==> src/hdl/sorted_priority_queue_assert.svh <==
// Assertion macros for the sorted priority queue.
`ifndef SORTED_PRIORITY_QUEUE_ASSERT_SVH
`define SORTED_PRIORITY_QUEUE_ASSERT_SVH

`ifndef NO_ASSERTIONS

// Same-cycle implication, held off during reset.
`define SPQ_ASSERT_NOW(name, clk_i, rstn_i, ante, cons) \
  name: assert property (@(posedge clk_i) disable iff (!rstn_i) (ante) |-> (cons)) \
    else $error("sorted_priority_queue: assertion failed");

// Next-cycle implication, held off during reset.
`define SPQ_ASSERT_NEXT(name, clk_i, rstn_i, ante, cons) \
  name: assert property (@(posedge clk_i) disable iff (!rstn_i) (ante) |=> (cons)) \
    else $error("sorted_priority_queue: assertion failed");

`else

`define SPQ_ASSERT_NOW(name, clk_i, rstn_i, ante, cons)
`define SPQ_ASSERT_NEXT(name, clk_i, rstn_i, ante, cons)

`endif

`endif

==> src/hdl/spq_pkg.sv <==
// Shared types and codes for the sorted priority queue.
`timescale 1ns / 1ps
`default_nettype none

package spq_pkg;

  // Command codes carried on the input tuser
  localparam logic ACT_ENQ = 1'b0;
  localparam logic ACT_REM = 1'b1;

  // Result status codes
  typedef enum logic [1:0] {
    STAT_DONE    = 2'd0,
    STAT_EMPTY   = 2'd1,
    STAT_NOMATCH = 2'd2,
    STAT_FULL    = 2'd3
  } spq_status_t;

  // Sequencer states
  typedef enum logic [2:0] {
    ST_IDLE,
    ST_ENQ_CMP,
    ST_REM_SCAN,
    ST_REM_SHIFT,
    ST_HEAD_RD,
    ST_HEAD_LD,
    ST_OUT
  } spq_state_t;

  // Flags from the shared priority comparator
  typedef struct packed {
    logic gt;   // slot priority above the requested one
    logic eq;   // slot priority equal to the requested one
  } spq_cmp_t;

endpackage

`default_nettype wire

==> src/hdl/sorted_priority_queue.sv <==
// Sorted priority queue: a small slot memory kept in ascending priority order
// by a sequencer that walks it one entry per cycle through a shared
// comparator. An enqueue starts at the tail and moves every entry of higher
// priority up one slot until it finds its place, so equal priorities leave in
// arrival order; a removal scans from the head for the first entry of the
// named priority and closes the gap behind it. An enqueue walks down from the
// tail and stops where the new entry lands; a removal walks from the head to
// the tail; a refused or empty request does not walk the slots. Each walk goes
// over the single read port of the slot memory, and the block is ready again
// in the cycle after the result transfer. One command is in progress at a
// time: in_tready is high only while the block is idle, and each command
// gives one result with the status, the new count and the head entry.
`timescale 1ns / 1ps
`default_nettype none

module sorted_priority_queue #(
  parameter int DEPTH         = 16,
  parameter int VALUE_BITS    = 16,
  parameter int PRIORITY_BITS = 8,
  localparam int IDX_W        = $clog2(DEPTH),
  localparam int CNT_W        = $clog2(DEPTH + 1),
  localparam int IN_DW        = ((VALUE_BITS + PRIORITY_BITS + 7) / 8) * 8,
  localparam int OUT_DW       = ((CNT_W + 1 + VALUE_BITS + PRIORITY_BITS + 7) / 8) * 8
) (
  input  wire logic              clk,
  input  wire logic              rst_n,
  input  wire logic              in_tvalid,
  output logic                   in_tready,
  input  wire logic [IN_DW-1:0]  in_tdata,   // item_value, priority_req, zero pad
  input  wire logic              in_tuser,   // action
  output logic                   out_tvalid,
  input  wire logic              out_tready,
  output logic      [OUT_DW-1:0] out_tdata,  // entry_count, head_valid, head_value,
                                             // head_priority, zero pad
  output logic      [1:0]        out_tuser   // status
);

  logic [VALUE_BITS-1:0]    in_val;
  logic [PRIORITY_BITS-1:0] in_pri;

  spq_pkg::spq_status_t     res_status;
  logic [CNT_W-1:0]         res_count;
  logic                     res_head_valid;
  logic [VALUE_BITS-1:0]    res_head_val;
  logic [PRIORITY_BITS-1:0] res_head_pri;

  logic                     mem_we;
  logic [IDX_W-1:0]         mem_waddr;
  logic [VALUE_BITS-1:0]    mem_wval;
  logic [PRIORITY_BITS-1:0] mem_wpri;
  logic [IDX_W-1:0]         mem_raddr;
  logic [VALUE_BITS-1:0]    mem_rval;
  logic [PRIORITY_BITS-1:0] mem_rpri;

  logic [PRIORITY_BITS-1:0] cmp_req_pri;
  spq_pkg::spq_cmp_t        cmp_res;

  // Unpack the command
  assign in_val = in_tdata[VALUE_BITS-1:0];
  assign in_pri = in_tdata[VALUE_BITS +: PRIORITY_BITS];

  // Pack the result
  assign out_tdata = OUT_DW'({res_head_pri, res_head_val, res_head_valid, res_count});
  assign out_tuser = res_status;

  spq_ctrl #(
    .DEPTH         (DEPTH),
    .VALUE_BITS    (VALUE_BITS),
    .PRIORITY_BITS (PRIORITY_BITS)
  ) u_ctrl (
    .clk            (clk),
    .rst_n          (rst_n),
    .in_valid       (in_tvalid),
    .in_ready       (in_tready),
    .in_act         (in_tuser),
    .in_val         (in_val),
    .in_pri         (in_pri),
    .out_valid      (out_tvalid),
    .out_ready      (out_tready),
    .out_status     (res_status),
    .out_count      (res_count),
    .out_head_valid (res_head_valid),
    .out_head_val   (res_head_val),
    .out_head_pri   (res_head_pri),
    .mem_we         (mem_we),
    .mem_waddr      (mem_waddr),
    .mem_wval       (mem_wval),
    .mem_wpri       (mem_wpri),
    .mem_raddr      (mem_raddr),
    .mem_rval       (mem_rval),
    .mem_rpri       (mem_rpri),
    .cmp_req_pri    (cmp_req_pri),
    .cmp_res        (cmp_res)
  );

  spq_slot_ram #(
    .DEPTH         (DEPTH),
    .VALUE_BITS    (VALUE_BITS),
    .PRIORITY_BITS (PRIORITY_BITS)
  ) u_ram (
    .clk   (clk),
    .we    (mem_we),
    .waddr (mem_waddr),
    .wval  (mem_wval),
    .wpri  (mem_wpri),
    .raddr (mem_raddr),
    .rval  (mem_rval),
    .rpri  (mem_rpri)
  );

  spq_cmp #(
    .PRIORITY_BITS (PRIORITY_BITS)
  ) u_cmp (
    .slot_pri (mem_rpri),
    .req_pri  (cmp_req_pri),
    .res      (cmp_res)
  );

endmodule

`default_nettype wire

==> src/hdl/spq_slot_ram.sv <==
// Slot storage: one write port, one registered read port.
`timescale 1ns / 1ps
`default_nettype none

module spq_slot_ram #(
  parameter int DEPTH         = 16,
  parameter int VALUE_BITS    = 16,
  parameter int PRIORITY_BITS = 8,
  localparam int IDX_W        = $clog2(DEPTH)
) (
  input  wire logic                     clk,
  input  wire logic                     we,
  input  wire logic [IDX_W-1:0]         waddr,
  input  wire logic [VALUE_BITS-1:0]    wval,
  input  wire logic [PRIORITY_BITS-1:0] wpri,
  input  wire logic [IDX_W-1:0]         raddr,
  output logic      [VALUE_BITS-1:0]    rval,
  output logic      [PRIORITY_BITS-1:0] rpri
);

  logic [VALUE_BITS-1:0]    val_mem [DEPTH];
  logic [PRIORITY_BITS-1:0] pri_mem [DEPTH];

  // Write port
  always_ff @(posedge clk) begin
    if (we) begin
      val_mem[waddr] <= wval;
      pri_mem[waddr] <= wpri;
    end
  end

  // Registered read port
  always_ff @(posedge clk) begin
    rval <= val_mem[raddr];
    rpri <= pri_mem[raddr];
  end

endmodule

`default_nettype wire

==> src/hdl/spq_cmp.sv <==
// Shared priority comparator used by every scan step.
`timescale 1ns / 1ps
`default_nettype none

module spq_cmp #(
  parameter int PRIORITY_BITS = 8
) (
  input  wire logic [PRIORITY_BITS-1:0] slot_pri,
  input  wire logic [PRIORITY_BITS-1:0] req_pri,
  output spq_pkg::spq_cmp_t             res
);

  assign res.gt = (slot_pri > req_pri);
  assign res.eq = (slot_pri == req_pri);

endmodule

`default_nettype wire

==> src/hdl/spq_ctrl.sv <==
// Sequencer: insertion, search-and-remove, head fetch and result register.
`timescale 1ns / 1ps
`default_nettype none

`include "sorted_priority_queue_assert.svh"

module spq_ctrl #(
  parameter int DEPTH         = 16,
  parameter int VALUE_BITS    = 16,
  parameter int PRIORITY_BITS = 8,
  localparam int IDX_W        = $clog2(DEPTH),
  localparam int CNT_W        = $clog2(DEPTH + 1)
) (
  input  wire logic                     clk,
  input  wire logic                     rst_n,
  // command side
  input  wire logic                     in_valid,
  output logic                          in_ready,
  input  wire logic                     in_act,
  input  wire logic [VALUE_BITS-1:0]    in_val,
  input  wire logic [PRIORITY_BITS-1:0] in_pri,
  // result side
  output logic                          out_valid,
  input  wire logic                     out_ready,
  output spq_pkg::spq_status_t          out_status,
  output logic      [CNT_W-1:0]         out_count,
  output logic                          out_head_valid,
  output logic      [VALUE_BITS-1:0]    out_head_val,
  output logic      [PRIORITY_BITS-1:0] out_head_pri,
  // slot storage
  output logic                          mem_we,
  output logic      [IDX_W-1:0]         mem_waddr,
  output logic      [VALUE_BITS-1:0]    mem_wval,
  output logic      [PRIORITY_BITS-1:0] mem_wpri,
  output logic      [IDX_W-1:0]         mem_raddr,
  input  wire logic [VALUE_BITS-1:0]    mem_rval,
  input  wire logic [PRIORITY_BITS-1:0] mem_rpri,
  // comparator
  output logic      [PRIORITY_BITS-1:0] cmp_req_pri,
  input  wire spq_pkg::spq_cmp_t        cmp_res
);

  spq_pkg::spq_state_t  state_r, state_nxt;
  spq_pkg::spq_status_t stat_r, stat_nxt;
  logic [CNT_W-1:0]         fill_r, fill_nxt;
  logic [IDX_W-1:0]         idx_r, idx_nxt;
  logic                     act_r, act_nxt;
  logic [VALUE_BITS-1:0]    val_r, val_nxt;
  logic [PRIORITY_BITS-1:0] pri_r, pri_nxt;
  spq_pkg::spq_status_t     ostat_r, ostat_nxt;
  logic [CNT_W-1:0]         ocnt_r, ocnt_nxt;
  logic                     ohv_r, ohv_nxt;
  logic [VALUE_BITS-1:0]    oval_r, oval_nxt;
  logic [PRIORITY_BITS-1:0] opri_r, opri_nxt;

  logic [CNT_W-1:0] fill_dec;
  logic [IDX_W-1:0] last_idx;
  logic             full;
  logic             at_last;

  assign fill_dec = fill_r - CNT_W'(1);
  assign last_idx = fill_dec[IDX_W-1:0];
  assign full     = (fill_r == CNT_W'(DEPTH));
  assign at_last  = (idx_r == last_idx);

  assign in_ready       = (state_r == spq_pkg::ST_IDLE);
  assign out_valid      = (state_r == spq_pkg::ST_OUT);
  assign out_status     = ostat_r;
  assign out_count      = ocnt_r;
  assign out_head_valid = ohv_r;
  assign out_head_val   = oval_r;
  assign out_head_pri   = opri_r;
  assign cmp_req_pri    = pri_r;

  // Control registers
  always_ff @(posedge clk) begin
    if (!rst_n) begin
      state_r <= spq_pkg::ST_IDLE;
      fill_r  <= '0;
    end else begin
      state_r <= state_nxt;
      fill_r  <= fill_nxt;
    end
  end

  // Working and result payload
  always_ff @(posedge clk) begin
    idx_r   <= idx_nxt;
    stat_r  <= stat_nxt;
    act_r   <= act_nxt;
    val_r   <= val_nxt;
    pri_r   <= pri_nxt;
    ostat_r <= ostat_nxt;
    ocnt_r  <= ocnt_nxt;
    ohv_r   <= ohv_nxt;
    oval_r  <= oval_nxt;
    opri_r  <= opri_nxt;
  end

  // Next state and storage control
  always_comb begin
    state_nxt = state_r;
    fill_nxt  = fill_r;
    idx_nxt   = idx_r;
    stat_nxt  = stat_r;
    act_nxt   = act_r;
    val_nxt   = val_r;
    pri_nxt   = pri_r;
    ostat_nxt = ostat_r;
    ocnt_nxt  = ocnt_r;
    ohv_nxt   = ohv_r;
    oval_nxt  = oval_r;
    opri_nxt  = opri_r;
    mem_we    = 1'b0;
    mem_waddr = idx_r;
    mem_wval  = val_r;
    mem_wpri  = pri_r;
    mem_raddr = idx_r + IDX_W'(1);

    unique case (state_r)
      spq_pkg::ST_IDLE: begin
        if (in_valid) begin
          act_nxt = in_act;
          val_nxt = in_val;
          pri_nxt = in_pri;
          if (in_act == spq_pkg::ACT_ENQ) begin
            if (full) begin
              stat_nxt  = spq_pkg::STAT_FULL;
              state_nxt = spq_pkg::ST_HEAD_RD;
            end else begin
              // hole starts past the tail; fetch the tail entry
              idx_nxt   = fill_r[IDX_W-1:0];
              mem_raddr = last_idx;
              state_nxt = spq_pkg::ST_ENQ_CMP;
            end
          end else begin
            if (fill_r == '0) begin
              stat_nxt  = spq_pkg::STAT_EMPTY;
              state_nxt = spq_pkg::ST_HEAD_RD;
            end else begin
              idx_nxt   = '0;
              mem_raddr = '0;
              state_nxt = spq_pkg::ST_REM_SCAN;
            end
          end
        end
      end

      // read data holds the entry just below the hole
      spq_pkg::ST_ENQ_CMP: begin
        mem_we = 1'b1;
        if (idx_r == '0 || !cmp_res.gt) begin
          fill_nxt  = fill_r + CNT_W'(1);
          stat_nxt  = spq_pkg::STAT_DONE;
          state_nxt = spq_pkg::ST_HEAD_RD;
        end else begin
          // move the larger entry up one and lower the hole
          mem_wval  = mem_rval;
          mem_wpri  = mem_rpri;
          idx_nxt   = idx_r - IDX_W'(1);
          mem_raddr = idx_r - IDX_W'(2);
        end
      end

      // read data holds the entry at idx_r
      spq_pkg::ST_REM_SCAN: begin
        if (cmp_res.eq) begin
          if (at_last) begin
            fill_nxt  = fill_dec;
            stat_nxt  = spq_pkg::STAT_DONE;
            state_nxt = spq_pkg::ST_HEAD_RD;
          end else begin
            idx_nxt   = idx_r + IDX_W'(1);
            state_nxt = spq_pkg::ST_REM_SHIFT;
          end
        end else if (at_last) begin
          stat_nxt  = spq_pkg::STAT_NOMATCH;
          state_nxt = spq_pkg::ST_HEAD_RD;
        end else begin
          idx_nxt = idx_r + IDX_W'(1);
        end
      end

      // close the gap: entry at idx_r moves down one
      spq_pkg::ST_REM_SHIFT: begin
        mem_we    = 1'b1;
        mem_waddr = idx_r - IDX_W'(1);
        mem_wval  = mem_rval;
        mem_wpri  = mem_rpri;
        if (at_last) begin
          fill_nxt  = fill_dec;
          stat_nxt  = spq_pkg::STAT_DONE;
          state_nxt = spq_pkg::ST_HEAD_RD;
        end else begin
          idx_nxt = idx_r + IDX_W'(1);
        end
      end

      spq_pkg::ST_HEAD_RD: begin
        mem_raddr = '0;
        state_nxt = spq_pkg::ST_HEAD_LD;
      end

      // load the result register
      spq_pkg::ST_HEAD_LD: begin
        ostat_nxt = stat_r;
        ocnt_nxt  = fill_r;
        ohv_nxt   = (fill_r != '0);
        oval_nxt  = (fill_r != '0) ? mem_rval : '0;
        opri_nxt  = (fill_r != '0) ? mem_rpri : '0;
        state_nxt = spq_pkg::ST_OUT;
      end

      spq_pkg::ST_OUT: begin
        if (out_ready) begin
          state_nxt = spq_pkg::ST_IDLE;
        end
      end

      default: begin
        state_nxt = spq_pkg::ST_IDLE;
      end
    endcase
  end

  // Checks on the sequencer
  `SPQ_ASSERT_NOW(a_fill_bound, clk, rst_n, 1'b1, fill_r <= CNT_W'(DEPTH))
  `SPQ_ASSERT_NOW(a_we_state, clk, rst_n, mem_we,
                  (state_r == spq_pkg::ST_ENQ_CMP) || (state_r == spq_pkg::ST_REM_SHIFT))
  `SPQ_ASSERT_NOW(a_enq_not_full, clk, rst_n, state_r == spq_pkg::ST_ENQ_CMP, !full)
  `SPQ_ASSERT_NEXT(a_accept_busy, clk, rst_n, in_valid && in_ready,
                   state_r != spq_pkg::ST_IDLE)
  `SPQ_ASSERT_NOW(a_full_status, clk, rst_n,
                  (state_r == spq_pkg::ST_HEAD_LD) && (stat_r == spq_pkg::STAT_FULL) &&
                  (act_r == spq_pkg::ACT_ENQ), full)

endmodule

`default_nettype wire
==> config.mk <==
export PLATFORM = sky130hd
export DESIGN_NAME = sorted_priority_queue
export DESIGN_NICKNAME = d
export VERILOG_FILES = /design/src/hdl/spq_pkg.sv /design/src/hdl/sorted_priority_queue.sv /design/src/hdl/spq_slot_ram.sv /design/src/hdl/spq_cmp.sv /design/src/hdl/spq_ctrl.sv
export VERILOG_INCLUDE_DIRS = /design/src /design/src/hdl
export SDC_FILE = /design/constraint.sdc
export NUM_CORES = 1
export LEC_CHECK = 0
export ABC_AREA = 0
export BUFFER_PORTS_ARGS = -buffer_cell sky130_fd_sc_hd__buf_2
export CAP_MARGIN = 20
export CORE_MARGIN = 2
export CORE_UTILIZATION = 65
export DETAILED_ROUTE_END_ITERATION = 6
export PLACE_DENSITY = 0.8
export SLEW_MARGIN = 20
export SYNTH_ARGS = -nofsm -noshare
export SYNTH_HDL_FRONTEND = slang
export SYNTH_SLANG_ARGS = --single-unit
==> constraint.sdc <==
create_clock -name clk -period 6.46 [get_ports clk]
set_input_delay 0.646 -clock clk [delete_from_list [all_inputs] [get_ports clk]]
set_output_delay 0.646 -clock clk [all_outputs]
set_load 0.005 [all_outputs]
==> results.ini <==
[logic_synthesis]
ys_top_cells_by_area = edfxtp_1, mux4_2, dfxtp_1
synth_mux_area_share_pct = 5.320
synth.most_common_cell = edfxtp_1
synth_async_sr_flop_share_pct = 0
ys_ff_latch = 478
synth_top_family_by_area = compound AO/OA/AOI/OAI gates
synth.distinct_cells = 67
synthAdderAreaFrac_pct = 1.084
yosys.area.top_type = edfxtp_1
avgSynthCellArea_um2 = 15.31
ys.flop_type = edfxtp_1
yosys.area_share.simple_pct = 8.861
synth_area_um2 = 19610
synth_top_cells_by_count = edfxtp_1, nand2_1, a21oi_1, nor2_1, clkbuf_1
syn_inst = 1281
synth_seq_area_share_pct = 71.55
synth_edf_count = 446
synth_compound_area_share_pct = 10.05
yosysWarnings = 0
synth_top_area_share_pct = 68.28
synth_xor_area_share_pct = 0.7400

[sta]
rsz0062_at_grt = false
slew_headroom_pct = 27.13
tightestPinTransition_ns = 1.093
max_freq_ghz = 0.2119
finalSetupViolCount = 0
setup_ws_ns = 1.741
skew_ns = 0.01660
fin_tns_setup_ns = 0
fin_crit_sh_pct = 73.05
hold_viol = 0
drv_slew = 0
period_minus_slack_ns = 4.719

[global_route]
grt_pass1_vias = 11957
grt_overflow = 0
antenna_found_initial = 1
grt_pass1_wl_um = 69950
grt_max_degree = 83
track_usage_pct = 30.24

[route]
post_drt_wl_per_cell_um = 26.12
vias = 12061
drt_iter0_markers = 1541
dr.pass1.iters = 5
drc_errors = 0
wl_um = 46840
viasPerCell = 6.727
ant_nets = 0

[finish]
fin_nets = 1411
area_growth_pct = 12.20
layout-drive-gt1-share_pct = 19.12

[clock_network]
cts_hold_buffers = 0
cts_sinks = 478
clockBufferDepth = 3
cts_resized = 0
clock-root-buffer = clkbuf_16
numCtsBuffers = 47
post-cts-setup-buffers = 0
clk_latency_ns = 0.55
clk_pin_slew_ns = 0.06
cts_tree = done
h-tree-depth = 2

[placed_design]
portBuffers = 62
place_congestion = 0.9050
pre_cts_slack_ns = 1.930
hpwlAfterDp_um = 24740

[worst_setup_path]
r2r_slack_ns = 1.74
rr_startpoint = u_ctrl.cmp_req_pri[3]
path_max_fanout = 64
criticalPathCategory = reg -> reg
worstSetupEndpointType = flip-flop
worst_setup_path_start_kind = flip-flop
cp.required_ns = 6.88
cp_data_arrival_time_ns = 5.14
worst_r2r_endpoint = u_ram.rpri[3]
rr_worst_depth = 11

[job]
maxCapViolCount = 0

[power]
p_leak_nw = 7.614
max-vdd-ir-drop_uv = 797.5
p_per_area_nw_per_um2 = 582.1

[hold_path]
hp-start = in_tdata[13]
worstHoldPathType = in -> reg
holdPathStages = 1
whs_endpoint = u_ctrl.val_r[13]

[floorplan]
core_um2 = 29640
dieWidth_um = 177.7
ioPinCount = 65
dieArea_um2 = 31580
num_rows = 63
die_y_um = 177.7
start_util_pct = 66.18

[status]
status = finished clean

-- worst max-delay path by stage --
stage | start | end | slack (ns)
3_3_place_gp | u_ctrl.state_r[1] | u_ram.rval[11] | 1.97
2_1_floorplan | u_ctrl.state_r[2] | u_ram.rpri[0] | 3.06
6_report | u_ctrl.cmp_req_pri[3] | u_ram.rpri[3] | 1.74
5_1_grt | u_ctrl.cmp_req_pri[3] | u_ram.rpri[3] | 1.51
3_5_place_dp | u_ctrl.state_r[1] | u_ram.rval[11] | 1.93
4_1_cts | u_ctrl.cmp_req_pri[3] | u_ram.rpri[1] | 1.84
-- cell families (layout without fill, tap and decap cells) --
logic type               after synthesis  count (layout)
AO/OA/AOI/OAI                        269             269
XOR/XNOR                              15              15
adder cells (fa/ha/maj)               17              17
buffers and inverters                102             222
flip-flops                           478             478
multiplexers                          48              48
other                                  1               3
AND/OR/NAND/NOR                      351             351
-- cell usage in the layout (no fill, tap or decap), types with 3 or more instances in the layout --
cell       count
nor2_1        39
a211oi_1      12
clkbuf_16     47
clkbuf_1      12
and3_1        25
a21oi_1       66
o31a_1         5
inv_1         17
clkinv_2      10
a31oi_1        3
edfxtp_1     446
a211o_1       45
nand4_1        5
buf_2         62
dfxtp_1       32
nand3_1        6
a21boi_0      22
a21o_1         3
nor2_2        16
nor3_1         8
nor2b_1        5
ha_1          17
nand2b_1       4
mux4_2        45
a32o_1        22
xnor2_1       11
and2_1        48
and4_1        23
clkinv_1       8
o21ai_0       35
a221o_1       23
xor2_1         3
nand2_1      153
mux2i_1        3
a32oi_1        7
o22ai_1        3
buf_4         55
clkbuf_8       5
-- registers in the layout (all words and copies together), names as in the netlist, 8 cells and up --
signal and count:
u_ctrl.val_r 16, u_ctrl.out_head_val 16, u_ram.rval 16, u_ram.val_mem 256
u_ctrl.out_head_pri 8, u_ctrl.cmp_req_pri 8, u_ram.rpri 8, u_ram.pri_mem 128
-- layout make-up --
type	count	area (um^2)
timing repair buffer	118	743.2
clock inverter	22	138.9
multi-input combinational	702	5243
tap	390	488.0
fill	1761	7632
clock buffer	64	1290
sequential	478	14030
antenna	1	2.502
inverter	18	67.56
-- critical path, stage by stage, from the launching register on --
cell      delay [ns]
edfxtp_1        0.37
inv_1           0.06
ha_1            0.31
and4_1          0.31
nand2b_1        0.14
and3_1          0.26
o21ai_2         0.77
nand3_4         0.88
buf_4           0.51
a221o_1         0.38
a32o_1          0.26
a211o_1         0.27
-- layer usage --
| layer | GRT usage [%] | share of wire, % | wire length (um) |
|---|---|---|---|
| met5 | 0 | 0 | 0 |
| met2 | 49.24 | 48 | 22600 |
| met3 | 5.249 | 9.6 | 4477 |
| met1 | 40.86 | 38 | 17910 |
| met4 | 12.74 | 4.0 | 1854 |
-- per-stage QoR --
step	instance area, um^2	std cells	utilization, %	power, mW	hold WS, ns
floorplan	19620	1282	-	8.476	0.4029
global placement	20570	1706	69.40	10.01	0.4448
detailed placement	20570	1706	69.42	10.17	0.4590
CTS	22000	1792	74.24	12.76	0.2510
global route	22000	1792	74.24	13.41	0.2510
finish	22010	1793	74.25	12.81	0.2684
-- report_power, final --
| part | internal, mW | switching [mW] | total (mW) |
|---|---|---|---|
| logic | 2.35 | 3.63 | 5.97 |
| registers | 4.09 | 0.208 | 4.30 |
| clock network | 1.44 | 1.10 | 2.54 |
Power figures use the tool's default switching activity.
